**src/rtl/core/tfcm_pkg.sv**
```systemverilog
package tfcm_pkg;

    localparam int SAMPLE_BITS_DEF   = 16;
    localparam int FRACTION_BITS_DEF = 16;

    localparam int KNOT_MAX = 7;
    localparam int KIDX_W   = 3;
    localparam int CNT_W    = 3;
    localparam int CHAN_W   = 8;
    localparam int NUM_CHAN = 4;
    localparam int COLOR_W  = CHAN_W * NUM_CHAN;

    localparam int PDATA_W   = 64;
    localparam int PADDR_W   = 6;
    localparam int REG_SHIFT = 3;

    typedef logic [CNT_W-1:0]   count_t;
    typedef logic [COLOR_W-1:0] color_t;

    localparam count_t COUNT_RESET = count_t'(1);

    typedef enum logic [PADDR_W-REG_SHIFT-1:0] {
        REG_KNOT_COUNT,
        REG_KNOT_0,
        REG_KNOT_1,
        REG_KNOT_2,
        REG_KNOT_3,
        REG_KNOT_4,
        REG_KNOT_5,
        REG_KNOT_6
    } reg_idx_t;

endpackage

```
**src/rtl/core/tfcm_cfg.sv**
```systemverilog
module tfcm_cfg #(
    parameter int SAMPLE_BITS = tfcm_pkg::SAMPLE_BITS_DEF
) (
    input  logic                                                  aclk,
    input  logic                                                  aresetn,
    input  logic                                                  psel,
    input  logic                                                  penable,
    input  logic                                                  pwrite,
    input  logic [tfcm_pkg::PADDR_W-1:0]                          paddr,
    input  logic [tfcm_pkg::PDATA_W-1:0]                          pwdata,
    output logic [tfcm_pkg::PDATA_W-1:0]                          prdata,
    output tfcm_pkg::count_t                                      knot_count,
    output logic [tfcm_pkg::KNOT_MAX-1:0][tfcm_pkg::COLOR_W+SAMPLE_BITS-1:0] knots
);
    import tfcm_pkg::*;

    localparam int KNOT_W = COLOR_W + SAMPLE_BITS;

    reg_idx_t                              idx;
    logic                                  wr;
    logic [KIDX_W-1:0]                     ksel;
    count_t                                count_reg;
    logic [KNOT_MAX-1:0][KNOT_W-1:0]       knot_reg;

    assign idx  = reg_idx_t'(paddr[PADDR_W-1:REG_SHIFT]);
    assign wr   = psel & penable & pwrite;
    assign ksel = KIDX_W'(idx) - KIDX_W'(1);

    always_ff @(posedge aclk) begin
        if (!aresetn) begin
            count_reg <= COUNT_RESET;
            knot_reg  <= '0;
        end else if (wr) begin
            if (idx == REG_KNOT_COUNT) begin
                count_reg <= pwdata[CNT_W-1:0];
            end else begin
                knot_reg[ksel] <= pwdata[KNOT_W-1:0];
            end
        end
    end

    always_comb begin
        if (idx == REG_KNOT_COUNT) begin
            prdata = PDATA_W'(count_reg);
        end else begin
            prdata = PDATA_W'(knot_reg[ksel]);
        end
    end

    assign knot_count = count_reg;
    assign knots      = knot_reg;

endmodule

```
**src/rtl/core/tfcm_seg.sv**
```systemverilog
module tfcm_seg #(
    parameter int SAMPLE_BITS = tfcm_pkg::SAMPLE_BITS_DEF
) (
    input  logic                                   aclk,
    input  logic                                   aresetn,
    input  tfcm_pkg::count_t                       knot_count,
    input  logic [tfcm_pkg::KNOT_MAX-1:0][tfcm_pkg::COLOR_W+SAMPLE_BITS-1:0] knots,
    input  logic                                   in_valid,
    output logic                                   in_ready,
    input  logic signed [SAMPLE_BITS-1:0]          in_value,
    input  logic                                   in_invalid,
    output logic                                   out_valid,
    input  logic                                   out_ready,
    output logic [SAMPLE_BITS-1:0]                 out_num,
    output logic [SAMPLE_BITS-1:0]                 out_den,
    output tfcm_pkg::color_t                       out_ca,
    output tfcm_pkg::color_t                       out_cb
);
    import tfcm_pkg::*;

    typedef enum logic [1:0] {
        SEG_ZERO,
        SEG_FIRST,
        SEG_LAST,
        SEG_INTERP
    } seg_mode_t;

    logic signed [SAMPLE_BITS-1:0] kv [KNOT_MAX];
    logic [KIDX_W-1:0]             last;
    logic [KIDX_W-1:0]             hi_scan;

    seg_mode_t                     mode_next, mode_reg;
    logic [KIDX_W-1:0]             lo_next, hi_next, lo_reg, hi_reg;
    logic signed [SAMPLE_BITS-1:0] v_reg;
    logic                          vld1_reg, vld2_reg;
    logic                          en1, en2;

    logic signed [SAMPLE_BITS-1:0] a, b;
    logic [SAMPLE_BITS-1:0]        num_next, den_next, num_reg, den_reg;
    color_t                        ca_next, cb_next, ca_reg, cb_reg;

    assign en2      = !vld2_reg || out_ready;
    assign en1      = !vld1_reg || en2;
    assign in_ready = en1;

    // stage 1: knot compares and segment pick
    always_comb begin
        for (int i = 0; i < KNOT_MAX; i++) begin
            kv[i] = $signed(knots[i][COLOR_W +: SAMPLE_BITS]);
        end
        last    = (knot_count == '0) ? '0 : knot_count - count_t'(1);
        hi_scan = last;
        for (int i = KNOT_MAX - 1; i >= 1; i--) begin
            if (KIDX_W'(i) <= last && kv[i] > in_value) begin
                hi_scan = KIDX_W'(i);
            end
        end
        if (in_invalid) begin
            mode_next = SEG_ZERO;
            lo_next   = '0;
            hi_next   = '0;
        end else if (in_value <= kv[0]) begin
            mode_next = SEG_FIRST;
            lo_next   = '0;
            hi_next   = '0;
        end else if (in_value >= kv[last]) begin
            mode_next = SEG_LAST;
            lo_next   = last;
            hi_next   = last;
        end else begin
            mode_next = SEG_INTERP;
            lo_next   = hi_scan - KIDX_W'(1);
            hi_next   = hi_scan;
        end
    end

    always_ff @(posedge aclk) begin
        if (!aresetn) begin
            vld1_reg <= 1'b0;
        end else if (en1) begin
            vld1_reg <= in_valid;
        end
    end

    always_ff @(posedge aclk) begin
        if (en1) begin
            mode_reg <= mode_next;
            lo_reg   <= lo_next;
            hi_reg   <= hi_next;
            v_reg    <= in_value;
        end
    end

    // stage 2: endpoint fetch and differences
    always_comb begin
        a       = kv[lo_reg];
        b       = kv[hi_reg];
        ca_next = knots[lo_reg][COLOR_W-1:0];
        cb_next = knots[hi_reg][COLOR_W-1:0];
        if (mode_reg == SEG_ZERO) begin
            ca_next = '0;
            cb_next = '0;
        end
        if (mode_reg == SEG_INTERP) begin
            num_next = SAMPLE_BITS'(v_reg - a);
            den_next = SAMPLE_BITS'(b - a);
        end else begin
            num_next = '0;
            den_next = SAMPLE_BITS'(1);
        end
    end

    always_ff @(posedge aclk) begin
        if (!aresetn) begin
            vld2_reg <= 1'b0;
        end else if (en2) begin
            vld2_reg <= vld1_reg;
        end
    end

    always_ff @(posedge aclk) begin
        if (en2) begin
            num_reg <= num_next;
            den_reg <= den_next;
            ca_reg  <= ca_next;
            cb_reg  <= cb_next;
        end
    end

    assign out_valid = vld2_reg;
    assign out_num   = num_reg;
    assign out_den   = den_reg;
    assign out_ca    = ca_reg;
    assign out_cb    = cb_reg;

endmodule

```
**src/rtl/core/tfcm_div.sv**
```systemverilog
module tfcm_div #(
    parameter int SAMPLE_BITS   = tfcm_pkg::SAMPLE_BITS_DEF,
    parameter int FRACTION_BITS = tfcm_pkg::FRACTION_BITS_DEF
) (
    input  logic                     aclk,
    input  logic                     aresetn,
    input  logic                     in_valid,
    output logic                     in_ready,
    input  logic [SAMPLE_BITS-1:0]   in_num,
    input  logic [SAMPLE_BITS-1:0]   in_den,
    input  tfcm_pkg::color_t         in_ca,
    input  tfcm_pkg::color_t         in_cb,
    output logic                     out_valid,
    input  logic                     out_ready,
    output logic [FRACTION_BITS-1:0] out_t,
    output tfcm_pkg::color_t         out_ca,
    output tfcm_pkg::color_t         out_cb
);
    import tfcm_pkg::*;

    localparam int SB = SAMPLE_BITS;
    localparam int FB = FRACTION_BITS;

    // restoring division, one quotient bit per stage; num < den always
    logic [SB-1:0] r_reg  [FB];
    logic [SB-1:0] d_reg  [FB];
    logic [FB-1:0] q_reg  [FB];
    color_t        ca_reg [FB];
    color_t        cb_reg [FB];
    logic          vld_reg [FB];
    logic [FB-1:0] en;

    always_comb begin
        en[FB-1] = !vld_reg[FB-1] || out_ready;
        for (int j = FB - 2; j >= 0; j--) begin
            en[j] = !vld_reg[j] || en[j+1];
        end
    end

    assign in_ready = en[0];

    genvar k;
    generate
        for (k = 0; k < FB; k++) begin : g_stage
            logic [SB-1:0] r_in, d_in, r_next;
            logic [FB-1:0] q_in;
            color_t        ca_in, cb_in;
            logic          v_in;
            logic [SB:0]   r2, r2_sub;
            logic          ge;

            if (k == 0) begin : g_first
                assign r_in  = in_num;
                assign d_in  = in_den;
                assign q_in  = '0;
                assign ca_in = in_ca;
                assign cb_in = in_cb;
                assign v_in  = in_valid;
            end else begin : g_rest
                assign r_in  = r_reg[k-1];
                assign d_in  = d_reg[k-1];
                assign q_in  = q_reg[k-1];
                assign ca_in = ca_reg[k-1];
                assign cb_in = cb_reg[k-1];
                assign v_in  = vld_reg[k-1];
            end

            assign r2     = {r_in, 1'b0};
            assign ge     = r2 >= {1'b0, d_in};
            assign r2_sub = r2 - {1'b0, d_in};
            assign r_next = ge ? r2_sub[SB-1:0] : r2[SB-1:0];

            always_ff @(posedge aclk) begin
                if (!aresetn) begin
                    vld_reg[k] <= 1'b0;
                end else if (en[k]) begin
                    vld_reg[k] <= v_in;
                end
            end

            always_ff @(posedge aclk) begin
                if (en[k]) begin
                    r_reg[k]  <= r_next;
                    d_reg[k]  <= d_in;
                    q_reg[k]  <= {q_in[FB-2:0], ge};
                    ca_reg[k] <= ca_in;
                    cb_reg[k] <= cb_in;
                end
            end
        end
    endgenerate

    assign out_valid = vld_reg[FB-1];
    assign out_t     = q_reg[FB-1];
    assign out_ca    = ca_reg[FB-1];
    assign out_cb    = cb_reg[FB-1];

endmodule

```
**src/rtl/core/tfcm_blend.sv**
```systemverilog
module tfcm_blend #(
    parameter int FRACTION_BITS = tfcm_pkg::FRACTION_BITS_DEF
) (
    input  logic                     aclk,
    input  logic                     aresetn,
    input  logic                     in_valid,
    output logic                     in_ready,
    input  logic [FRACTION_BITS-1:0] in_t,
    input  tfcm_pkg::color_t         in_ca,
    input  tfcm_pkg::color_t         in_cb,
    output logic                     out_valid,
    input  logic                     out_ready,
    output tfcm_pkg::color_t         out_rgba
);
    import tfcm_pkg::*;

    localparam int FB  = FRACTION_BITS;
    localparam int PW  = FB + CHAN_W + 2;
    localparam logic [PW-1:0] HALF = PW'(1) << (FB - 1);

    // color = ca + (cb - ca) * t, rounded
    logic signed [PW-1:0] prod_next [NUM_CHAN];
    logic signed [PW-1:0] prod_reg  [NUM_CHAN];
    color_t               ca_reg;
    color_t               rgba_next, rgba_reg;
    logic                 vld_m_reg, vld_o_reg;
    logic                 en_m, en_o;

    assign en_o     = !vld_o_reg || out_ready;
    assign en_m     = !vld_m_reg || en_o;
    assign in_ready = en_m;

    always_comb begin
        logic signed [CHAN_W:0] dc;
        logic signed [FB:0]     tt;
        tt = $signed({1'b0, in_t});
        for (int c = 0; c < NUM_CHAN; c++) begin
            dc = $signed({1'b0, in_cb[COLOR_W-1-CHAN_W*c -: CHAN_W]})
               - $signed({1'b0, in_ca[COLOR_W-1-CHAN_W*c -: CHAN_W]});
            prod_next[c] = dc * tt;
        end
    end

    always_ff @(posedge aclk) begin
        if (!aresetn) begin
            vld_m_reg <= 1'b0;
        end else if (en_m) begin
            vld_m_reg <= in_valid;
        end
    end

    always_ff @(posedge aclk) begin
        if (en_m) begin
            for (int c = 0; c < NUM_CHAN; c++) begin
                prod_reg[c] <= prod_next[c];
            end
            ca_reg <= in_ca;
        end
    end

    always_comb begin
        logic signed [PW-1:0] s;
        for (int c = 0; c < NUM_CHAN; c++) begin
            s = $signed({2'b00, ca_reg[COLOR_W-1-CHAN_W*c -: CHAN_W], {FB{1'b0}}})
              + prod_reg[c] + $signed(HALF);
            rgba_next[COLOR_W-1-CHAN_W*c -: CHAN_W] = s[FB +: CHAN_W];
        end
    end

    always_ff @(posedge aclk) begin
        if (!aresetn) begin
            vld_o_reg <= 1'b0;
        end else if (en_o) begin
            vld_o_reg <= vld_m_reg;
        end
    end

    always_ff @(posedge aclk) begin
        if (en_o) begin
            rgba_reg <= rgba_next;
        end
    end

    assign out_valid = vld_o_reg;
    assign out_rgba  = rgba_reg;

endmodule

```
**src/rtl/core/transfer_function_color_map_unit.sv**
```systemverilog
// Piecewise-linear transfer function: maps a signed sample to RGBA through
// up to seven knots held in registers (knot_count at 0x00, knot_0..knot_6
// at 0x08..0x38, 64-bit data, value in the bits above the color bytes).
// Input channel s_*: one sample per transfer, s_sample_invalid forces black.
// Output channel m_*: one RGBA result per transfer, in input order.
// Path from input transfer to m_valid: two segment-select stages, one
// restoring divider stage per fraction bit, a multiply stage and the
// output register.
// Throughput: one sample per cycle when m_ready stays high.
// Stall: each stage holds while the stage after it is full, so a bubble
// anywhere lets s_ready stay high; with the whole pipe full and m_ready low,
// s_ready drops and nothing is lost or repeated.
// Reset (aresetn low, synchronous): pipeline emptied, knot_count = 1,
// all knots zero. pready is always high; write knots only while idle.
module transfer_function_color_map_unit #(
    parameter int SAMPLE_BITS   = tfcm_pkg::SAMPLE_BITS_DEF,
    parameter int FRACTION_BITS = tfcm_pkg::FRACTION_BITS_DEF
) (
    input  logic                            aclk,
    input  logic                            aresetn,
    input  logic                            psel,
    input  logic                            penable,
    input  logic                            pwrite,
    input  logic [tfcm_pkg::PADDR_W-1:0]    paddr,
    input  logic [tfcm_pkg::PDATA_W-1:0]    pwdata,
    output logic [tfcm_pkg::PDATA_W-1:0]    prdata,
    output logic                            pready,
    input  logic                            s_valid,
    output logic                            s_ready,
    input  logic signed [SAMPLE_BITS-1:0]   s_sample_value,
    input  logic                            s_sample_invalid,
    output logic                            m_valid,
    input  logic                            m_ready,
    output logic [tfcm_pkg::CHAN_W-1:0]     m_red,
    output logic [tfcm_pkg::CHAN_W-1:0]     m_green,
    output logic [tfcm_pkg::CHAN_W-1:0]     m_blue,
    output logic [tfcm_pkg::CHAN_W-1:0]     m_alpha
);
    import tfcm_pkg::*;

    count_t                                       knot_count;
    logic [KNOT_MAX-1:0][COLOR_W+SAMPLE_BITS-1:0] knots;

    logic                     seg_valid, seg_ready;
    logic [SAMPLE_BITS-1:0]   seg_num, seg_den;
    color_t                   seg_ca, seg_cb;

    logic                     div_valid, div_ready;
    logic [FRACTION_BITS-1:0] div_t;
    color_t                   div_ca, div_cb;

    color_t                   rgba;

    assign pready = 1'b1;

    tfcm_cfg #(
        .SAMPLE_BITS (SAMPLE_BITS)
    ) u_cfg (
        .aclk       (aclk),
        .aresetn    (aresetn),
        .psel       (psel),
        .penable    (penable),
        .pwrite     (pwrite),
        .paddr      (paddr),
        .pwdata     (pwdata),
        .prdata     (prdata),
        .knot_count (knot_count),
        .knots      (knots)
    );

    tfcm_seg #(
        .SAMPLE_BITS (SAMPLE_BITS)
    ) u_seg (
        .aclk       (aclk),
        .aresetn    (aresetn),
        .knot_count (knot_count),
        .knots      (knots),
        .in_valid   (s_valid),
        .in_ready   (s_ready),
        .in_value   (s_sample_value),
        .in_invalid (s_sample_invalid),
        .out_valid  (seg_valid),
        .out_ready  (seg_ready),
        .out_num    (seg_num),
        .out_den    (seg_den),
        .out_ca     (seg_ca),
        .out_cb     (seg_cb)
    );

    tfcm_div #(
        .SAMPLE_BITS   (SAMPLE_BITS),
        .FRACTION_BITS (FRACTION_BITS)
    ) u_div (
        .aclk      (aclk),
        .aresetn   (aresetn),
        .in_valid  (seg_valid),
        .in_ready  (seg_ready),
        .in_num    (seg_num),
        .in_den    (seg_den),
        .in_ca     (seg_ca),
        .in_cb     (seg_cb),
        .out_valid (div_valid),
        .out_ready (div_ready),
        .out_t     (div_t),
        .out_ca    (div_ca),
        .out_cb    (div_cb)
    );

    tfcm_blend #(
        .FRACTION_BITS (FRACTION_BITS)
    ) u_blend (
        .aclk      (aclk),
        .aresetn   (aresetn),
        .in_valid  (div_valid),
        .in_ready  (div_ready),
        .in_t      (div_t),
        .in_ca     (div_ca),
        .in_cb     (div_cb),
        .out_valid (m_valid),
        .out_ready (m_ready),
        .out_rgba  (rgba)
    );

    assign m_red   = rgba[COLOR_W-1 -: CHAN_W];
    assign m_green = rgba[COLOR_W-1-CHAN_W -: CHAN_W];
    assign m_blue  = rgba[COLOR_W-1-2*CHAN_W -: CHAN_W];
    assign m_alpha = rgba[CHAN_W-1:0];

endmodule

```
**config.mk**
```make
export PLATFORM = sky130hd
export DESIGN_NAME = transfer_function_color_map_unit
export DESIGN_NICKNAME = d
export VERILOG_FILES = /design/src/rtl/core/tfcm_pkg.sv /design/src/rtl/core/tfcm_cfg.sv /design/src/rtl/core/tfcm_seg.sv /design/src/rtl/core/tfcm_div.sv /design/src/rtl/core/tfcm_blend.sv /design/src/rtl/core/transfer_function_color_map_unit.sv
export SDC_FILE = /design/constraint.sdc
export NUM_CORES = 2
export LEC_CHECK = 0
export ABC_AREA = 1
export BUFFER_PORTS_ARGS = -buffer_cell sky130_fd_sc_hd__buf_4
export CAP_MARGIN = 20
export CORE_AREA = 2 2 617 619
export CTS_CLUSTER_DIAMETER = 50
export DETAILED_ROUTE_END_ITERATION = 10
export DIE_AREA = 0 0 619 621
export PLACE_DENSITY = 0.46
export SYNTH_ARGS = -nofsm -noshare
export SYNTH_HDL_FRONTEND = slang
export SYNTH_SLANG_ARGS = --single-unit
```
**constraint.sdc**
```tcl
create_clock -name aclk -period 15.9 [get_ports aclk]
set_input_delay 3.18 -clock aclk [delete_from_list [all_inputs] [get_ports aclk]]
set_output_delay 3.18 -clock aclk [all_outputs]
set_load 0.03 [all_outputs]
```
# Word-level counts from Yosys, hierarchy flattened
# Memories as Yosys holds them, arrays and structs flattened.
# Cells that the tools add are included.
dict set report totals {
  register_bits 527
  mem_bits_rw 1912
  inputBits 94
  output_inout_bits 99
  elab_cells 309
  mem_count 7
}
# memory depth word_bits read_ports rd_ports_with_merged_regs wr line
set mem_list {}
lappend mem_list {u_div.ca_reg 16 32 16 0 16 tfcm_div.sv:28} ;# color_t ca_reg [FB];
lappend mem_list {u_div.cb_reg 16 32 16 0 16 tfcm_div.sv:29} ;# color_t cb_reg [FB];
lappend mem_list {u_div.d_reg 16 16 15 0 16 tfcm_div.sv:26} ;# logic [SB-1:0] d_reg [FB];
lappend mem_list {u_div.q_reg 16 16 16 0 16 tfcm_div.sv:27} ;# logic [FB-1:0] q_reg [FB];
lappend mem_list {u_div.r_reg 16 16 15 0 16 tfcm_div.sv:25} ;# logic [SB-1:0] r_reg [FB];
lappend mem_list {u_blend.prod_reg 4 26 4 0 4 tfcm_blend.sv:23} ;# logic signed [PW-1:0] prod_reg [NUM_CHAN];
lappend mem_list {{+1 memories} -- -- -- -- -- --}
dict set report op_classes {
  addsub 33
  mul 4
  order_cmp 37
  eq_ne 1
  mux 129
  bitwise_logic 22
  reduce_logical 53
}
# cell count
set op_table {}
lappend op_table {{$bmux W48 S3} 3}
lappend op_table {{$mux W16} 22}
lappend op_table {{$bwmux W336} 1}
lappend op_table {{$sub A16 B16 Y16} 18}
lappend op_table {{$ge A17 B16 Y1} 16}
lappend op_table {{$bmux W16 S3} 3}
lappend op_table {{$demux W48 S3} 1}
lappend op_table {{$mux W48} 3}
lappend op_table {{$mul A9 B17 Y26} 4}
lappend op_table {{$add A24 B17 Y24 const B} 4}
lappend op_table {{$add A24 B24 Y24} 4}
lappend op_table {{$gt A16 B16 Y1} 6}
lappend op_table {{$mux W1} 85}
lappend op_table {{$mux W32} 2}
lappend op_table {{$sub A8 B8 Y9} 4}
lappend op_table {{$mux W3} 9}
lappend op_table {{$logic_not A1 Y1} 20}
lappend op_table {{$logic_or A1 B1 Y1} 20}
lappend op_table {{$ge A16 B16 Y1} 1}
lappend op_table {{$le A16 B16 Y1} 1}
lappend op_table {{$or A1 B1 Y1} 16}
lappend op_table {{$ge A4 B4 Y1 const B} 3}
lappend op_table {{$lt A3 B4 Y1 const B} 3}
lappend op_table {{$not A3 Y4} 3}
lappend op_table {{13 further kinds} 27}

# Logic depth before layout (Yosys ltp)
dict set report depth {
  word_depth 23
  depth_mapped 36
  mapped_depth_nobuf 35
}

# Cells and area by module
# Synthesis repeated with hierarchy kept, for this count alone.
dict set report hier_totals {
  cells_unflattened 12330
  hier_area_um2 120967.3
}
# mod instances cells_per_inst area_each_um2
set by_module_without_submodules {}
lappend by_module_without_submodules {tfcm_div 1 4469 65794.4}
lappend by_module_without_submodules {tfcm_blend 1 2776 23271.1}
lappend by_module_without_submodules {tfcm_cfg 1 2813 16712.3}
lappend by_module_without_submodules {tfcm_seg 1 2270 15178.3}
lappend by_module_without_submodules {transfer_function_color_map_unit 1 2 11.3}

# Worst setup path before layout
# OpenSTA, ideal clock, no wires.
dict set report synth_timing {
  path_kind {input -> output}
  from {in m_ready}
  to {out s_ready}
  t_arrival_ns 9.892
  slack_ns 2.828
  path_stages 10
  n_path_buf 0
  cell_sequence {inv_1 -> nand4_4 -> nor3_4 -> nand4_4 -> nor2_4 -> nand4_4 -> nor2_4 -> nand4_4 -> nor2_8 -> nand4_4}
}
dict set report synth_via {
  elab_chain_cells 20
}
# item line
set synth_rtl {}
lappend synth_rtl {{start: declaration} transfer_function_color_map_unit.sv:33} ;# input logic m_ready,
lappend synth_rtl {{$logic_or A1 B1 Y1} tfcm_blend.sv:29} ;# assign en_o = !vld_o_reg || out_ready;
lappend synth_rtl {{$logic_or A1 B1 Y1} tfcm_blend.sv:30} ;# assign en_m = !vld_m_reg || en_o;
lappend synth_rtl {{$logic_or A1 B1 Y1} tfcm_div.sv:34} ;# en[FB-1] = !vld_reg[FB-1] || out_ready;
lappend synth_rtl {{via u_div.en[15]} tfcm_div.sv:31} ;# logic [FB-1:0] en;
lappend synth_rtl {{$logic_or A1 B1 Y1 (5 in a row)} tfcm_div.sv:36} ;# en[j] = !vld_reg[j] || en[j+1];
lappend synth_rtl {{via u_div.en[10]} tfcm_div.sv:31}
lappend synth_rtl {{$logic_or A1 B1 Y1 (4 in a row)} tfcm_div.sv:36}
lappend synth_rtl {{via u_div.en[6]} tfcm_div.sv:31}
lappend synth_rtl {{$logic_or A1 B1 Y1 (4 in a row)} tfcm_div.sv:36}
lappend synth_rtl {{via u_div.en[2]} tfcm_div.sv:31}
lappend synth_rtl {{$logic_or A1 B1 Y1 (2 in a row)} tfcm_div.sv:36}
lappend synth_rtl {{$logic_or A1 B1 Y1} tfcm_seg.sv:42} ;# assign en2 = !vld2_reg || out_ready;
lappend synth_rtl {{$logic_or A1 B1 Y1} tfcm_seg.sv:43} ;# assign en1 = !vld1_reg || en2;
lappend synth_rtl {{end: declaration} transfer_function_color_map_unit.sv:29} ;# output logic s_ready,
# The timed path passes the listed nets, and every way through them passes these cells.

# Worst setup path in the final report
# Same ends and word-level chain as after synthesis.

==> key figures <==
Placed design
  • HPWL after detailed placement: 216000 µm
  • Port Buffers: 156
  • DP Area: 0.119 mm²
  • Pre-CTS setup slack: 3.91 ns
  • Gpl congestion: 0.883

Die
  • Die width: 619 µm
  • Die Footprint: 0.384 mm²
  • Io pins: 193
  • Core Region: 0.378 mm²
  • Cell row count: 226
  • Initial Util: 0.299
  • Die Ht: 621 µm

Timing
  • Final WS setup: 4.16 ns
  • Slew margin rel.: 0.186
  • Setup violators final: 0
  • RSZ-0062 raised after global routing: false
  • Hold Vio Cnt, Final: 0
  • Fmax: 85.2 MHz
  • Period utilization: 0.739
  • Tmin final: 11.74 ns
  • Worst slew pin tran: 1.22 ns
  • Worst hold slack: 0.356 ns
  • Setup TNS: 0 ns
  • Final setup skew: 0.0939 ns
  • Pins Over Slew Limit: 0

Clock network
  • CTS Buf Count: 309
  • Post-CTS Setup Bufs: 0
  • Clk sinks: 2219
  • Clock transition at path regs: 0.05 ns
  • CTS Buffer Depth: 4
  • CTS H-tree depth: 5
  • Root Driver: clkbuf_16
  • Worst skew pair latency: 0.92 ns
  • CTS tree: yes
  • Hold buffers post-CTS: 0
  • # resized after CTS: 0

Detailed routing
  • Antenna Nets Post-Route: 0
  • DR vias/cell: 4.86
  • WL per Instance: 19.9 µm
  • Routed WL: 312000 µm
  • Starting DRT DRC Count: 6148
  • DRC: 0
  • DR vias: 75900
  • Detailed Routing Iterations Pass 1: 6

Yosys
  • Synthesized area: 0.113 mm²
  • Flops & latches, synth: 2219
  • Top-count cell post-synth: edfxtp_1
  • Post-Syn Instances: 10200
  • Sequential-to-total area share from yosys stat: 0.560
  • Syn avg cell area: 11.0 µm²
  • Number of library cell types mapped by synthesis: 59
  • Top cell type's share of synthesized area: 0.499
  • Synth top area cells: edfxtp_1, ha_1, fa_1
  • Yosys warning count: 0
  • Dominant synthesized flop cell: edfxtp_1
  • Async set-reset flop share out of synthesis: 0
  • Post-synth EDFFs: 1875
  • Cell taking the most area after synthesis: edfxtp_1
  • Most common library cells after synthesis: edfxtp_1, inv_1, o21ai_0

Layout
  • Layout area overhead: 14.9%
  • Fin nets: 11600
  • Layout cells sized above 1: 0.0776
  • Fin area: 0.130 mm²

Worst setup path
  • Critical Path End Type: primary output
  • Max incr delay on CP: 0.72 ns
  • Crit path max-delay family: simple AND/OR/NAND/NOR gates
  • Most used cell, CP: nand4_4
  • Worst EP arrival: 8.56 ns
  • Crit path launch type: primary input
  • Kind of critical path: primary input to primary output
  • CP Cell Sequence: buf_4 > inv_1 > nand4_4 > nor3_4 > nand4_4 > buf_4 > nor2_4 > nand4_4 > nor2_4 > nand4_4 > nor2_8 > nand4_4 > buf_4
  • WP data required: 12.72 ns
  • Buf/Inv on CP: 4
  • Slowest cell on crit path: nand4_4
  • Crit-path max FO: 56

Hold path
  • Hold crit path type: flop to flop

GRT
  • First-pass GRT wire length: 472000 µm
  • Pin count of the biggest net entering global routing: 165
  • Vias in the first global route: 76100
  • Total gr overflow: 0
  • Antenna violations before repair: 22
  • GRT Resource Usage Total: 0.159

Status
  • Status: finished clean

Job
  • Max-Cap Viols: 0
## metal layers
metal / vias up / global-route usage / wire length, µm
met5: - / 0 / 144
met4: 20 / 0.0554 / 11200
met3: 678 / 0.0296 / 20300
met2: 2615 / 0.260 / 144000
met1: 36700 / 0.211 / 136000
li1: 35900 / - / -
## final cells by class
cell class | instances | area, µm²
clock buffers | 376 | 8220
multi-input cells | 6325 | 43200
flip-flops and latches | 2219 | 63200
diodes | 4 | 10.0
fillers | 37500 | 248000
repair buffers | 266 | 2020
well taps | 5016 | 6280
inverters | 1240 | 4680
clock inverters | 187 | 2020
## stage by stage
step,util,cells
after floorplan,-,10200
after global placement,0.316,15100
after detailed placement,0.316,15100
after CTS,0.343,15600
after global routing,0.343,15600
final,0.343,15600
## worst paths after layout
path                                            from                      end  slack [ns]  depth (start not counted)
worst min register to register   u_div.ca_reg[2][28]      u_div.ca_reg[3][28]        0.36                          0
worst min-delay path             u_div.ca_reg[2][28]      u_div.ca_reg[3][28]        0.36                          0
worst max register to register  u_div.ca_reg[15][26]  u_blend.prod_reg[0][23]        8.32                         32
worst max-delay path                         m_ready                  s_ready        4.16                         13
## worst reg2reg max path: cells and delay by family (launching register included)
kind,cells,cell delay (ns)
AOI/OAI and AO/OA,8,1.78
adders and majority gates,7,3.06
buffers and inverters,6,0.54
DFF,1,0.35
and+or+nand+nor,11,1.60
## placed cells by master, fill, tap and decap left out, types with 12 or more instances in the layout
cell        netlist  layout
xnor2_1         145     145
o21ai_0        1174    1174
bufinv_16         0      22
nor3_1           62      62
inv_1          1222    1210
a31oi_1         112     112
dfxtp_1         344     344
nor2_1          712     707
conb_1            2      17
xor2_1          150     150
clkinv_1          3      40
nand4_1          38      38
clkbuf_1        345      50
edfxtp_1       1875    1875
o22ai_1          82      82
buf_4            36     262
clkbuf_16         0     315
or2_2            17      16
a21oi_1        1033    1033
inv_2            15      18
o21a_1           17      17
a21o_1           22      22
nand3_1         157     155
clkinvlp_4        0      22
o2111ai_1        25      25
clkbuf_8          0      12
nand2_1        1146    1140
ha_1            684     684
inv_6             0      33
clkinv_4          0      23
clkinv_2          0      23
a21boi_0         28      28
fa_1            417     417
o211ai_1         78      78
clkinv_8          0      14
a221oi_1         48      48
o21ai_1          66      66
## logic make-up after synthesis
kind of cell	share of synthesized area
AOI/OAI and AO/OA	0.131
DFF	0.560
and+or+nand+nor	0.0777
buffers and inverters	0.0582
adders and majority gates	0.150
xor gates and xnor gates	0.0229
other	0.0000666
Power is left out: the tool's default activity adds up to more than one toggle a clock period on the data nets, which glitch-free logic cannot reach.
